`src/rtl/srmp_pkg.sv`:
```
`default_nettype none

package srmp_pkg;

  // Block parameters
  localparam int MAX_SAMPLES      = 2048;
  localparam int PIXELS_PER_METER = 20;
  localparam int ANGLE_BITS       = 16;

  // Fixed field widths
  localparam int RANGE_W = 16;
  localparam int POS_W   = 32;
  localparam int ANG_W   = 16;
  localparam int SCNT_W  = 12;
  localparam int CFG_IDX_W  = 3;
  localparam int CFG_DATA_W = 32;

  // Derived widths
  localparam int SEEN_W       = $clog2(MAX_SAMPLES);
  localparam int PHASE_PAD    = 32 - ANGLE_BITS;
  localparam int CORDIC_STEPS = 16;
  localparam int K_W          = $clog2(CORDIC_STEPS);
  localparam int X_W          = RANGE_W + $clog2(PIXELS_PER_METER) + 8 + 3;
  localparam int Z_W          = 32;
  localparam int GB_W         = 25;
  localparam int P_W          = X_W + GB_W;
  localparam int C_W          = P_W - 32;
  localparam int X_SCALE      = PIXELS_PER_METER * 256;
  localparam int GAIN_Q24     = 10187995;

  localparam logic [ANGLE_BITS-1:0] ANG_QUARTER = ANGLE_BITS'(1) << (ANGLE_BITS - 2);

  // Configuration register indexes
  localparam logic [CFG_IDX_W-1:0] CFG_POS_X        = 3'd0;
  localparam logic [CFG_IDX_W-1:0] CFG_POS_Y        = 3'd1;
  localparam logic [CFG_IDX_W-1:0] CFG_HEADING      = 3'd2;
  localparam logic [CFG_IDX_W-1:0] CFG_ANGLE_START  = 3'd3;
  localparam logic [CFG_IDX_W-1:0] CFG_ANGLE_STEP   = 3'd4;
  localparam logic [CFG_IDX_W-1:0] CFG_SAMPLE_COUNT = 3'd5;

  typedef enum logic [2:0] {
    ST_IDLE,
    ST_ANGLE,
    ST_SETUP,
    ST_ROTATE,
    ST_GAIN_X,
    ST_GAIN_Y,
    ST_FINISH
  } srmp_state_e;

  typedef struct packed {
    logic busy;
    logic done;
  } srmp_cordic_stat_t;

  // atan(2^-k) in units of 2^-32 turn
  function automatic logic signed [Z_W-1:0] atan_lut(input logic [K_W-1:0] k);
    logic signed [Z_W-1:0] v;
    case (k)
      4'd0:    v = 32'sd536870912;
      4'd1:    v = 32'sd316933406;
      4'd2:    v = 32'sd167458907;
      4'd3:    v = 32'sd85004756;
      4'd4:    v = 32'sd42667331;
      4'd5:    v = 32'sd21354465;
      4'd6:    v = 32'sd10679838;
      4'd7:    v = 32'sd5340245;
      4'd8:    v = 32'sd2670163;
      4'd9:    v = 32'sd1335087;
      4'd10:   v = 32'sd667544;
      4'd11:   v = 32'sd333772;
      4'd12:   v = 32'sd166886;
      4'd13:   v = 32'sd83443;
      4'd14:   v = 32'sd41722;
      default: v = 32'sd20861;
    endcase
    return v;
  endfunction

endpackage

`default_nettype wire

```
`src/rtl/srmp_cordic.sv`:
```
`default_nettype none

module srmp_cordic import srmp_pkg::*; (
  input  logic                  clk_i,
  input  logic                  rst_ni,
  input  logic                  start_i,
  input  logic signed [X_W-1:0] x0_i,
  input  logic signed [Z_W-1:0] z0_i,
  output logic signed [X_W-1:0] x_o,
  output logic signed [X_W-1:0] y_o,
  output srmp_cordic_stat_t     stat_o
);

  logic signed [X_W-1:0] x_q, x_d, y_q, y_d;
  logic signed [X_W-1:0] dx, dy;
  logic signed [Z_W-1:0] z_q, z_d;
  logic [K_W-1:0]        k_q, k_d;
  logic                  busy_q, busy_d, done_q, done_d;

  always_comb begin
    dx     = y_q >>> k_q;
    dy     = x_q >>> k_q;
    x_d    = x_q;
    y_d    = y_q;
    z_d    = z_q;
    k_d    = k_q;
    busy_d = busy_q;
    done_d = 1'b0;
    if (start_i) begin
      x_d    = x0_i;
      y_d    = '0;
      z_d    = z0_i;
      k_d    = '0;
      busy_d = 1'b1;
    end else if (busy_q) begin
      // rotate toward zero residual angle
      if (!z_q[Z_W-1]) begin
        x_d = x_q - dx;
        y_d = y_q + dy;
        z_d = z_q - atan_lut(k_q);
      end else begin
        x_d = x_q + dx;
        y_d = y_q - dy;
        z_d = z_q + atan_lut(k_q);
      end
      k_d = k_q + K_W'(1);
      if (k_q == K_W'(CORDIC_STEPS - 1)) begin
        busy_d = 1'b0;
        done_d = 1'b1;
      end
    end
  end

  always_ff @(posedge clk_i or negedge rst_ni) begin
    if (!rst_ni) begin
      k_q    <= '0;
      busy_q <= 1'b0;
      done_q <= 1'b0;
    end else begin
      k_q    <= k_d;
      busy_q <= busy_d;
      done_q <= done_d;
    end
  end

  always_ff @(posedge clk_i) begin
    x_q <= x_d;
    y_q <= y_d;
    z_q <= z_d;
  end

  assign x_o         = x_q;
  assign y_o         = y_q;
  assign stat_o.busy = busy_q;
  assign stat_o.done = done_q;

endmodule

`default_nettype wire

```
`src/rtl/scan_range_to_map_point_top.sv`:
```
// Each accepted word goes through the angle, setup, rotate, gain and finish steps, and
// no new word is taken until it leaves finish: the 16-step CORDIC loop and the shared
//   multiplier (angle index product, then x and y gain) serve one word at a time.
// The output register lets the next word in while a result waits to be taken.
// Reset (rst_ni low, asynchronous): registers take their reset values, the sample
//   counter clears, the sequencer idles and no result is pending.
`default_nettype none

module scan_range_to_map_point_top import srmp_pkg::*; (
  input  logic                  clk_i,
  input  logic                  rst_ni,
  // configuration write channel
  input  logic                  cfg_valid_i,
  output logic                  cfg_ready_o,
  input  logic [CFG_IDX_W-1:0]  cfg_index_i,
  input  logic [CFG_DATA_W-1:0] cfg_data_i,
  // range sample channel
  input  logic                  in_valid_i,
  output logic                  in_ready_o,
  input  logic [RANGE_W-1:0]    range_sample_i,
  input  logic                  last_sample_i,
  // map point channel
  output logic                  out_valid_o,
  input  logic                  out_ready_i,
  output logic signed [POS_W-1:0] point_x_o,
  output logic signed [POS_W-1:0] point_y_o,
  output logic                  last_point_o
);

  // Configuration registers
  logic signed [POS_W-1:0] pos_x_q, pos_y_q;
  logic [ANG_W-1:0]        heading_q, angle_start_q, angle_step_q;
  logic [SCNT_W-1:0]       sample_count_q;

  // Scan state
  logic [SEEN_W-1:0]       seen_q, seen_d;

  // Sequencer
  srmp_state_e             state_q, state_d;

  // Per-word working registers
  logic [RANGE_W-1:0]      range_q;
  logic                    last_q;
  logic [ANGLE_BITS-1:0]   idx_q;
  logic [1:0]              quad_q;
  logic signed [P_W-1:0]   mul_q;
  logic signed [C_W-1:0]   c_q;

  // Output register
  logic                    out_valid_q, out_valid_d;
  logic signed [POS_W-1:0] point_x_q, point_y_q;
  logic                    last_point_q;

  // Datapath
  logic                    in_fire, out_load;
  logic [ANGLE_BITS-1:0]   idx_now, ang;
  logic signed [X_W-1:0]   x0;
  logic signed [Z_W-1:0]   z0;
  logic signed [X_W-1:0]   cx, cy;
  srmp_cordic_stat_t       cordic_stat;
  logic signed [X_W-1:0]   mul_a;
  logic signed [GB_W-1:0]  mul_b;
  logic signed [P_W-1:0]   mul_p, rnd;
  logic signed [C_W-1:0]   s_now;
  logic signed [POS_W:0]   c_ext, s_ext, rot_x, rot_y, sum_x, sum_y;
  logic signed [POS_W-1:0] sat_x, sat_y;

  assign cfg_ready_o = 1'b1;
  assign in_ready_o  = (state_q == ST_IDLE);
  assign in_fire     = in_valid_i && in_ready_o;

  // Index of this sample within the scan; the first sample takes the highest index.
  assign idx_now = ANGLE_BITS'(sample_count_q) - ANGLE_BITS'(1) - ANGLE_BITS'(seen_q);

  // Scan angle, wrapping in binary angle units
  assign ang = ANGLE_BITS'(heading_q) - ANG_QUARTER + ANGLE_BITS'(angle_start_q)
             + mul_q[ANGLE_BITS-1:0];

  // Residual phase below a quarter turn, scaled to 2^-32 turn
  assign z0 = {2'b00, ang[ANGLE_BITS-3:0], PHASE_PAD'(0)};
  assign x0 = $signed(X_W'(range_q) * X_W'(X_SCALE));

  srmp_cordic u_cordic (
    .clk_i  (clk_i),
    .rst_ni (rst_ni),
    .start_i(state_q == ST_SETUP),
    .x0_i   (x0),
    .z0_i   (z0),
    .x_o    (cx),
    .y_o    (cy),
    .stat_o (cordic_stat)
  );

  // Shared multiplier: index times step, then the CORDIC gain on x and on y
  always_comb begin
    mul_a = $signed(X_W'(idx_q));
    mul_b = $signed(GB_W'(angle_step_q));
    case (state_q)
      ST_GAIN_X: begin
        mul_a = cx;
        mul_b = GB_W'(GAIN_Q24);
      end
      ST_GAIN_Y: begin
        mul_a = cy;
        mul_b = GB_W'(GAIN_Q24);
      end
      default: begin
        mul_a = $signed(X_W'(idx_q));
        mul_b = $signed(GB_W'(angle_step_q));
      end
    endcase
  end

  assign mul_p = P_W'(mul_a) * P_W'(mul_b);

  // Round to nearest, ties up, then drop the 32 fraction bits
  assign rnd   = mul_q + $signed(P_W'(64'h8000_0000));
  assign s_now = rnd[P_W-1:32];

  // Exact quarter-turn rotation and offset by the robot position
  always_comb begin
    c_ext = (POS_W+1)'(c_q);
    s_ext = (POS_W+1)'(s_now);
    case (quad_q)
      2'd1: begin
        rot_x = -s_ext;
        rot_y = c_ext;
      end
      2'd2: begin
        rot_x = -c_ext;
        rot_y = -s_ext;
      end
      2'd3: begin
        rot_x = s_ext;
        rot_y = -c_ext;
      end
      default: begin
        rot_x = c_ext;
        rot_y = s_ext;
      end
    endcase
    sum_x = (POS_W+1)'(pos_x_q) + rot_x;
    sum_y = (POS_W+1)'(pos_y_q) + rot_y;
    // clamp to the signed 32-bit range
    if (sum_x[POS_W] != sum_x[POS_W-1]) begin
      sat_x = sum_x[POS_W] ? {1'b1, {(POS_W-1){1'b0}}} : {1'b0, {(POS_W-1){1'b1}}};
    end else begin
      sat_x = sum_x[POS_W-1:0];
    end
    if (sum_y[POS_W] != sum_y[POS_W-1]) begin
      sat_y = sum_y[POS_W] ? {1'b1, {(POS_W-1){1'b0}}} : {1'b0, {(POS_W-1){1'b1}}};
    end else begin
      sat_y = sum_y[POS_W-1:0];
    end
  end

  // Load the result once the output register is free
  assign out_load = (state_q == ST_FINISH) && (!out_valid_q || out_ready_i);

  // Sequencer
  always_comb begin
    state_d     = state_q;
    seen_d      = seen_q;
    out_valid_d = out_valid_q;
    if (out_valid_q && out_ready_i) begin
      out_valid_d = 1'b0;
    end
    case (state_q)
      ST_IDLE: begin
        if (in_fire) begin
          state_d = ST_ANGLE;
          // advance the sample counter, wrap at a full scan, clear after the last one
          if (last_sample_i || (seen_q == SEEN_W'(MAX_SAMPLES - 1))) begin
            seen_d = '0;
          end else begin
            seen_d = seen_q + SEEN_W'(1);
          end
        end
      end
      ST_ANGLE:  state_d = ST_SETUP;
      ST_SETUP:  state_d = ST_ROTATE;
      ST_ROTATE: begin
        if (cordic_stat.done) begin
          state_d = ST_GAIN_X;
        end
      end
      ST_GAIN_X: state_d = ST_GAIN_Y;
      ST_GAIN_Y: state_d = ST_FINISH;
      ST_FINISH: begin
        // hold until the previous word has been taken
        if (out_load) begin
          state_d     = ST_IDLE;
          out_valid_d = 1'b1;
        end
      end
      default:   state_d = ST_IDLE;
    endcase
  end

  always_ff @(posedge clk_i or negedge rst_ni) begin
    if (!rst_ni) begin
      state_q     <= ST_IDLE;
      seen_q      <= '0;
      out_valid_q <= 1'b0;
    end else begin
      state_q     <= state_d;
      seen_q      <= seen_d;
      out_valid_q <= out_valid_d;
    end
  end

  // Configuration registers
  always_ff @(posedge clk_i or negedge rst_ni) begin
    if (!rst_ni) begin
      pos_x_q        <= '0;
      pos_y_q        <= '0;
      heading_q      <= '0;
      angle_start_q  <= '0;
      angle_step_q   <= '0;
      sample_count_q <= SCNT_W'(1);
    end else if (cfg_valid_i && cfg_ready_o) begin
      case (cfg_index_i)
        CFG_POS_X:        pos_x_q        <= cfg_data_i[POS_W-1:0];
        CFG_POS_Y:        pos_y_q        <= cfg_data_i[POS_W-1:0];
        CFG_HEADING:      heading_q      <= cfg_data_i[ANG_W-1:0];
        CFG_ANGLE_START:  angle_start_q  <= cfg_data_i[ANG_W-1:0];
        CFG_ANGLE_STEP:   angle_step_q   <= cfg_data_i[ANG_W-1:0];
        CFG_SAMPLE_COUNT: sample_count_q <= cfg_data_i[SCNT_W-1:0];
        default: ;
      endcase
    end
  end

  // Working payload registers
  always_ff @(posedge clk_i) begin
    if (in_fire) begin
      range_q <= range_sample_i;
      last_q  <= last_sample_i;
      idx_q   <= idx_now;
    end
    if (state_q == ST_SETUP) begin
      quad_q <= ang[ANGLE_BITS-1:ANGLE_BITS-2];
    end
    if (state_q == ST_ANGLE || state_q == ST_GAIN_X || state_q == ST_GAIN_Y) begin
      mul_q <= mul_p;
    end
    if (state_q == ST_GAIN_Y) begin
      c_q <= s_now;
    end
    if (out_load) begin
      point_x_q    <= sat_x;
      point_y_q    <= sat_y;
      last_point_q <= last_q;
    end
  end

  assign out_valid_o  = out_valid_q;
  assign point_x_o    = point_x_q;
  assign point_y_o    = point_y_q;
  assign last_point_o = last_point_q;

  // Assertions
  a_ready_cordic_idle: assert property (@(posedge clk_i) disable iff (!rst_ni)
    in_ready_o |-> !cordic_stat.busy)
    else $error("input ready while the CORDIC loop is busy");

  a_one_word_at_a_time: assert property (@(posedge clk_i) disable iff (!rst_ni)
    in_fire |=> !in_ready_o)
    else $error("input ready right after an accepted word");

  a_done_in_rotate: assert property (@(posedge clk_i) disable iff (!rst_ni)
    cordic_stat.done |-> (state_q == ST_ROTATE))
    else $error("CORDIC finished outside the rotate step");

  a_last_clears_count: assert property (@(posedge clk_i) disable iff (!rst_ni)
    (in_fire && last_sample_i) |=> (seen_q == '0))
    else $error("sample counter not cleared after the last sample");

endmodule

`default_nettype wire

```
`config.mk`:
```
export PLATFORM = sky130hd
export DESIGN_NAME = scan_range_to_map_point_top
export DESIGN_NICKNAME = d
export VERILOG_FILES = /design/src/rtl/srmp_pkg.sv /design/src/rtl/srmp_cordic.sv /design/src/rtl/scan_range_to_map_point_top.sv
export SDC_FILE = /design/constraint.sdc
export NUM_CORES = 2
export LEC_CHECK = 0
export ABC_CLOCK_PERIOD_IN_PS = 22800
export BUFFER_PORTS_ARGS = -buffer_cell sky130_fd_sc_hd__buf_2
export CORE_MARGIN = 3
export CORE_UTILIZATION = 45
export CTS_BUF_LIST = sky130_fd_sc_hd__clkbuf_2
export DETAILED_ROUTE_END_ITERATION = 10
export PLACE_DENSITY_LB_ADDON = 0.05
export SYNTH_ARGS = -nofsm -noshare
export SYNTH_HDL_FRONTEND = slang
export SYNTH_HIERARCHICAL = 1
export SYNTH_SLANG_ARGS = --single-unit
```
`constraint.sdc`:
```
create_clock -name clk_i -period 22.8 [get_ports clk_i]
set_input_delay 1.14 -clock clk_i [delete_from_list [all_inputs] [get_ports clk_i]]
set_output_delay 1.14 -clock clk_i [all_outputs]
set_load 0.01 [all_outputs]
```
## Word level (Yosys, flattened, before mapping)

Memories as Yosys holds them, arrays and structs flattened.
Index checks and enable logic that the tools add are counted.

- Register bits after elaboration: 423
- Bits in read-only memories: 960
- Bits of input ports: 57
- Output and inout bits: 68
- Memories kept: 2

Memories:

| name | depth | bits a word | rd ports | clocked after memory_dff | write ports | RTL line | RTL |
|---|---|---|---|---|---|---|---|
| (name not given) | 16 | 30 | 1 | 0 | 0 | srmp_pkg.sv:59 | `case (k)` |
| (name not given) | 16 | 30 | 1 | 0 | 0 | srmp_pkg.sv:59 |  |

- Add/subtract/negate cells: 18
- Multipliers: 2
- Equality and inequality tests: 21
- Shift operators: 2
- Muxes and demuxes: 37
- Reductions and logical operators: 20

Operators with widths:

| cell | number |
|---|---|
| two-way mux 32 bit | 13 |
| case mux 33 bit (3 select lines) | 2 |
| adder 32 bit | 3 |
| subtractor 32 bit | 3 |
| adder 32 x 33 -> 33 bit | 2 |
| negation 25 -> 33 bit | 2 |
| case mux 32 bit (2 select lines) | 1 |
| >>> shifter 32 x 4 -> 32 bit | 2 |
| two-way mux 30 bit | 2 |
| two-way mux 29 bit | 2 |
| adder 57 x 33 -> 57 bit, second input constant | 1 |
| multiplier 32 x 25 -> 57 bit | 1 |
| adder 16 bit | 2 |
| two-way mux 24 bit | 1 |
| case mux 3 bit (7 select lines) | 1 |
| multiplier 16 x 3 -> 19 bit, second input constant | 1 |
| subtractor 16 x 15 -> 16 bit, second input constant | 1 |
| == test 3 bit, second input constant | 5 |
| AND reduction 2 bit | 7 |
| subtractor 13 x 12 -> 14 bit | 1 |
| subtractor 12 x 1 -> 13 bit, second input constant | 1 |
| == test 3 x 2 -> 1 bit, second input constant | 4 |
| adder 11 x 1 -> 11 bit, second input constant | 1 |
| == test 11 bit, second input constant | 1 |
| 19 further kinds | 40 |

## Depth between registers and ports, before layout

An unclocked memory read counts as a cell.

- Word-level depth: 8
- Mapped depth: 31

## Modules after synthesis

The synthesis kept the hierarchy.

By module, submodules not included:

| module | times used | cells each | area each (sq um) | seq. area each (sq um) |
|---|---|---|---|---|
| scan_range_to_map_point_top | 1 | 4349 | 43003.7 | 8434.3 |
| srmp_cordic | 1 | 1750 | 14308.7 | 2712.6 |

## Worst setup path before layout

No wires, ideal clock.

- Path type: register -> register
- Start: reg state_q[0]
- End: reg mul_q[56], data pin
- Arrival time: 8.110 ns
- Required time: 22.536 ns
- Slack: 14.426 ns
- Stages on the path, launching flop included: 28
- Buffers on the path: 3
- Period minus slack after synthesis: 8.374 ns
- Path through: dfrtp_1 clkbuf_1 clkbuf_1 mux2_2 and2_1 clkbuf_1 inv_1 fa_1 fa_1 fa_1 inv_1 fa_1 fa_1 fa_1 inv_1 fa_1 inv_1 ha_1 a21o_1 a21o_1 a21o_1 a21oi_1 o211ai_1 o21bai_1 a31oi_1 o31ai_1 a221oi_1 xnor2_1

- Word-level cells in the longest chain between the ends: 4
- Elaborated cells between the ends (all ways): 6

Ends and longest elaborated chain:

| what | RTL line | RTL |
|---|---|---|
| from (decl) | scan_range_to_map_point_top.sv:39 | `srmp_state_e state_q, state_d;` |
| from (signal assigned) | scan_range_to_map_point_top.sv:206 | `state_q <= state_d;` |
| == test 3 bit | scan_range_to_map_point_top.sv:98 | `case (state_q)` |
| OR reduction 2 bit (no source line) | -- |  |
| two-way mux 24 bit | scan_range_to_map_point_top.sv:98 |  |
| multiplier 32 x 25 -> 57 bit (*) | scan_range_to_map_point_top.sv:114 | `assign mul_p = P_W'(mul_a) * P_W'(mul_b);` |
| via mul_p[56] | scan_range_to_map_point_top.sv:63 | `logic signed [P_W-1:0] mul_p, rnd;` |
| to (signal assigned) | scan_range_to_map_point_top.sv:245 | `mul_q <= mul_p;` |
| to (decl) | scan_range_to_map_point_top.sv:46 | `logic signed [P_W-1:0] mul_q;` |

Mark *: on every way through the listed nets, which the timed path passes. The rest lies on a longest branch.
A chain may end at the register's enable or synchronous reset.

## Final worst setup path

- Start: reg state_q[1]
- End: reg mul_q[55], data pin

The elaborated chain is that of the path after synthesis.

==> results.md <==
- The flow ran to the end, and the final reports show no timing, DRC or antenna violations.
- The fraction of layout cells with a size suffix above 1 is 10.7%.
- The detail-routed via count per cell is 5.38.
- For this block, the routed nets add up to 162000 um of wire.
- The TritonCTS clock tree is done.
- For the finished layout, the period the worst path requires is 9.91 ns.
- Entering global routing, the biggest net connects 90 pins.
- Synthesis produced a netlist whose cell count is 6098.
- For the worst-skew pair, the clock arrives at the later sink with an insertion delay of 1.48 ns.
- The number of nets in the finished design is 7546.
- The clock input transition at the sequential cells of the worst setup and hold paths is 0.12 ns.
- The cell that appears most often on the critical path is sky130_fd_sc_hd__fa_1.
- The number of warnings printed during yosys synthesis is 6.
- Dividing the synthesized area by the synthesized cell count gives 9.40 um2.
- The final setup violation count is 0.
- The clock tree synthesis step divided the H-tree into 3 levels.
- The tool flagged a number of max-cap violations equal to 0.
- From left edge to right edge, the die measures 363 um.
- The count of TritonRoute iterations in the first routing pass is 6.
- The number of antenna violations at the first check in global routing was 8.
- The effective utilization at floorplan is 45.5%.
- The most common cell after layout, fill and taps aside is sky130_fd_sc_hd__inv_1.
- The cell with the largest stage delay on the worst path is sky130_fd_sc_hd__a21oi_1.
- After routing, the total negative slack on setup checks comes to 0 ns.
- The met2 capacity usage during global routing is 37.8%.
- Fill cells in the final layout number 12.1k.
- The aggregate global routing overflow is 0.
- The pin slew with the least headroom to its limit is 1.40 ns.
- During I/O placement, the number of pins put on the boundary was 125.
- The mapped netlist covers 0.0573 mm2.
- The period utilization is 43.5%.
- In this run the most used layer during global routing was met2.
- Across all layers, the routed design uses 43.6k vias.
- In the global route stage, overall resource usage came out at 24.9%.
- Global routing consumed, on the met1 layer, 37.7% of the routing resources.
- The row count is 130.
- The die footprint is 0.132 mm2.
- The final-report max-slew violation count was 0.
- The max-slew headroom at the worst pin is 6.36%.
- The CTS buffer count is 116.
- The clock passes through at most 3 buffers.
- In this run the tool buffered the top-level ports with 123 buffer cells.
- The post-synthesis to final-layout area growth is 7.69%.
- In the routed design, unresolved DRC markers number 0.
- Derived from the worst setup path, the maximum achievable clock frequency is 0.101 GHz.
- The number of hold violations in the final report is 0.
- After detailed routing, the average wire length per cell comes to 20.0 um.
- In the layout the commonest cells are sky130_fd_sc_hd__inv_1, sky130_fd_sc_hd__fa_1, sky130_fd_sc_hd__ha_1.
- The number of global-route vias before repair is 43.5k.
- The met3 routing resource usage after global routing is 3.68%.
- The path type of the worst min-delay path is primary input to flip-flop.
- In this run the worst path has a maximum fanout of 84.
- The floorplan step defined a core boundary enclosing 0.126 mm2.
- STA classifies the critical path endpoint as a flip-flop.
- Counting every sink on the clock net gives 406.
- Setup repair after global routing left no endpoint under its margin.
- The setup path with the least slack is of type flip-flop to flip-flop.
- The wire-length estimate of the detail-placed layout is 130000 um.
- From bottom edge to top edge, the die measures 363 um.
- Data arrives at the worst endpoint at 10.89 ns.
- The antenna violation net count after detailed routing is 0.
- The critical path data required time is 23.78 ns.
- The global placement routability congestion is 0.912.
- STA classifies the critical path startpoint as a flip-flop.
- The cell sitting at the root of the clock tree is a sky130_fd_sc_hd__clkbuf_2.
- Between clock sinks in the finished design, the worst skew comes to 0.279 ns.
- The first-iteration detailed-routing DRC count is 3198.
- For this run, the slowest stage of the critical path takes 0.95 ns.
- The first global-routing pass estimated 256000 um of wire.
## cell type report
type	instances	area, um2	share of cell area (%)
well taps	1650	2060	3.35
inverters	1068	4010	6.50
clock buffers	155	776	1.26
diodes	2	5.00	0.00811
flip-flops and latches	406	11200	18.1
repair buffers	225	1540	2.50
multi-input cells	4535	41800	67.7
clock inverters	62	382	0.618
## state kept, by name, summed over array words and instances (netlist names), 32 cells and up
name	flops
mul_q	42
point_x_o	32
point_y_o	32
pos_x_q	32
pos_y_q	32
u_cordic/x_o	32
u_cordic/y_o	32
u_cordic/z_q	32
## metal layers
layer  wire length, um  up-vias
met5                36        -
met4              3120        6
met3              9160      197
met2             70100     1159
met1             79800    21400
li1                  -    20800
## path summary, 6_finish.rpt
kind | cells after the start | to | start | slack [ns]
max in group asynchronous | 5 | u_cordic/k_q[0]$_DFFE_PN0P_ | rst_ni | 20.47
worst max register to register | 28 | mul_q[55]$_DFFE_PP_ | state_q[1]$_DFFE_PN0P_ | 12.89
worst min-delay path | 4 | heading_q[14]$_DFFE_PN0P_ | cfg_index_i[0] | 0.26
min in group asynchronous | 3 | pos_y_q[6]$_DFFE_PN0P_ | rst_ni | 0.73
worst max-delay path | 28 | mul_q[55]$_DFFE_PP_ | state_q[1]$_DFFE_PN0P_ | 12.89
worst min register to register | 0 | last_point_o$_DFFE_PP_ | last_q$_DFFE_PP_ | 0.45
## critical path, delay by kind of cell (launching register included)
kind,cells,cell delay [ns]
AND/OR/NAND/NOR,5,1.10
AO/OA/AOI/OAI,8,2.92
flip-flops,1,0.61
buffers and inverters,6,1.11
XOR/XNOR,1,0.13
adder cells (fa/ha/maj),8,3.58
## metrics by stage
step           instance area, um2  instances  hold slack, ns  setup slack (ns)  utilization (%)
3_3_place_gp                60000       7830           0.403             13.30             47.6
6_report                    61700       8103           0.255             12.89             49.0
5_1_grt                     61700       8103           0.150             12.23             49.0
3_5_place_dp                60000       7830           0.424             13.20             47.6
4_1_cts                     61700       8101          0.0276             12.96             48.9
2_1_floorplan               57800       6228           0.400             14.43                -
## what timing repair did
| item | 4_1_cts | 5_1_grt |
|---|---|---|
| endpoints found under the hold margin | 148 | 0 |
| resized for setup | 0 | 0 |
| buffers inserted | 0 | 0 |
| hold buffers | 54 | 0 |
Power is left out: the tool's default activity adds up to more than one toggle a clock period on the data nets, which glitch-free logic cannot reach.
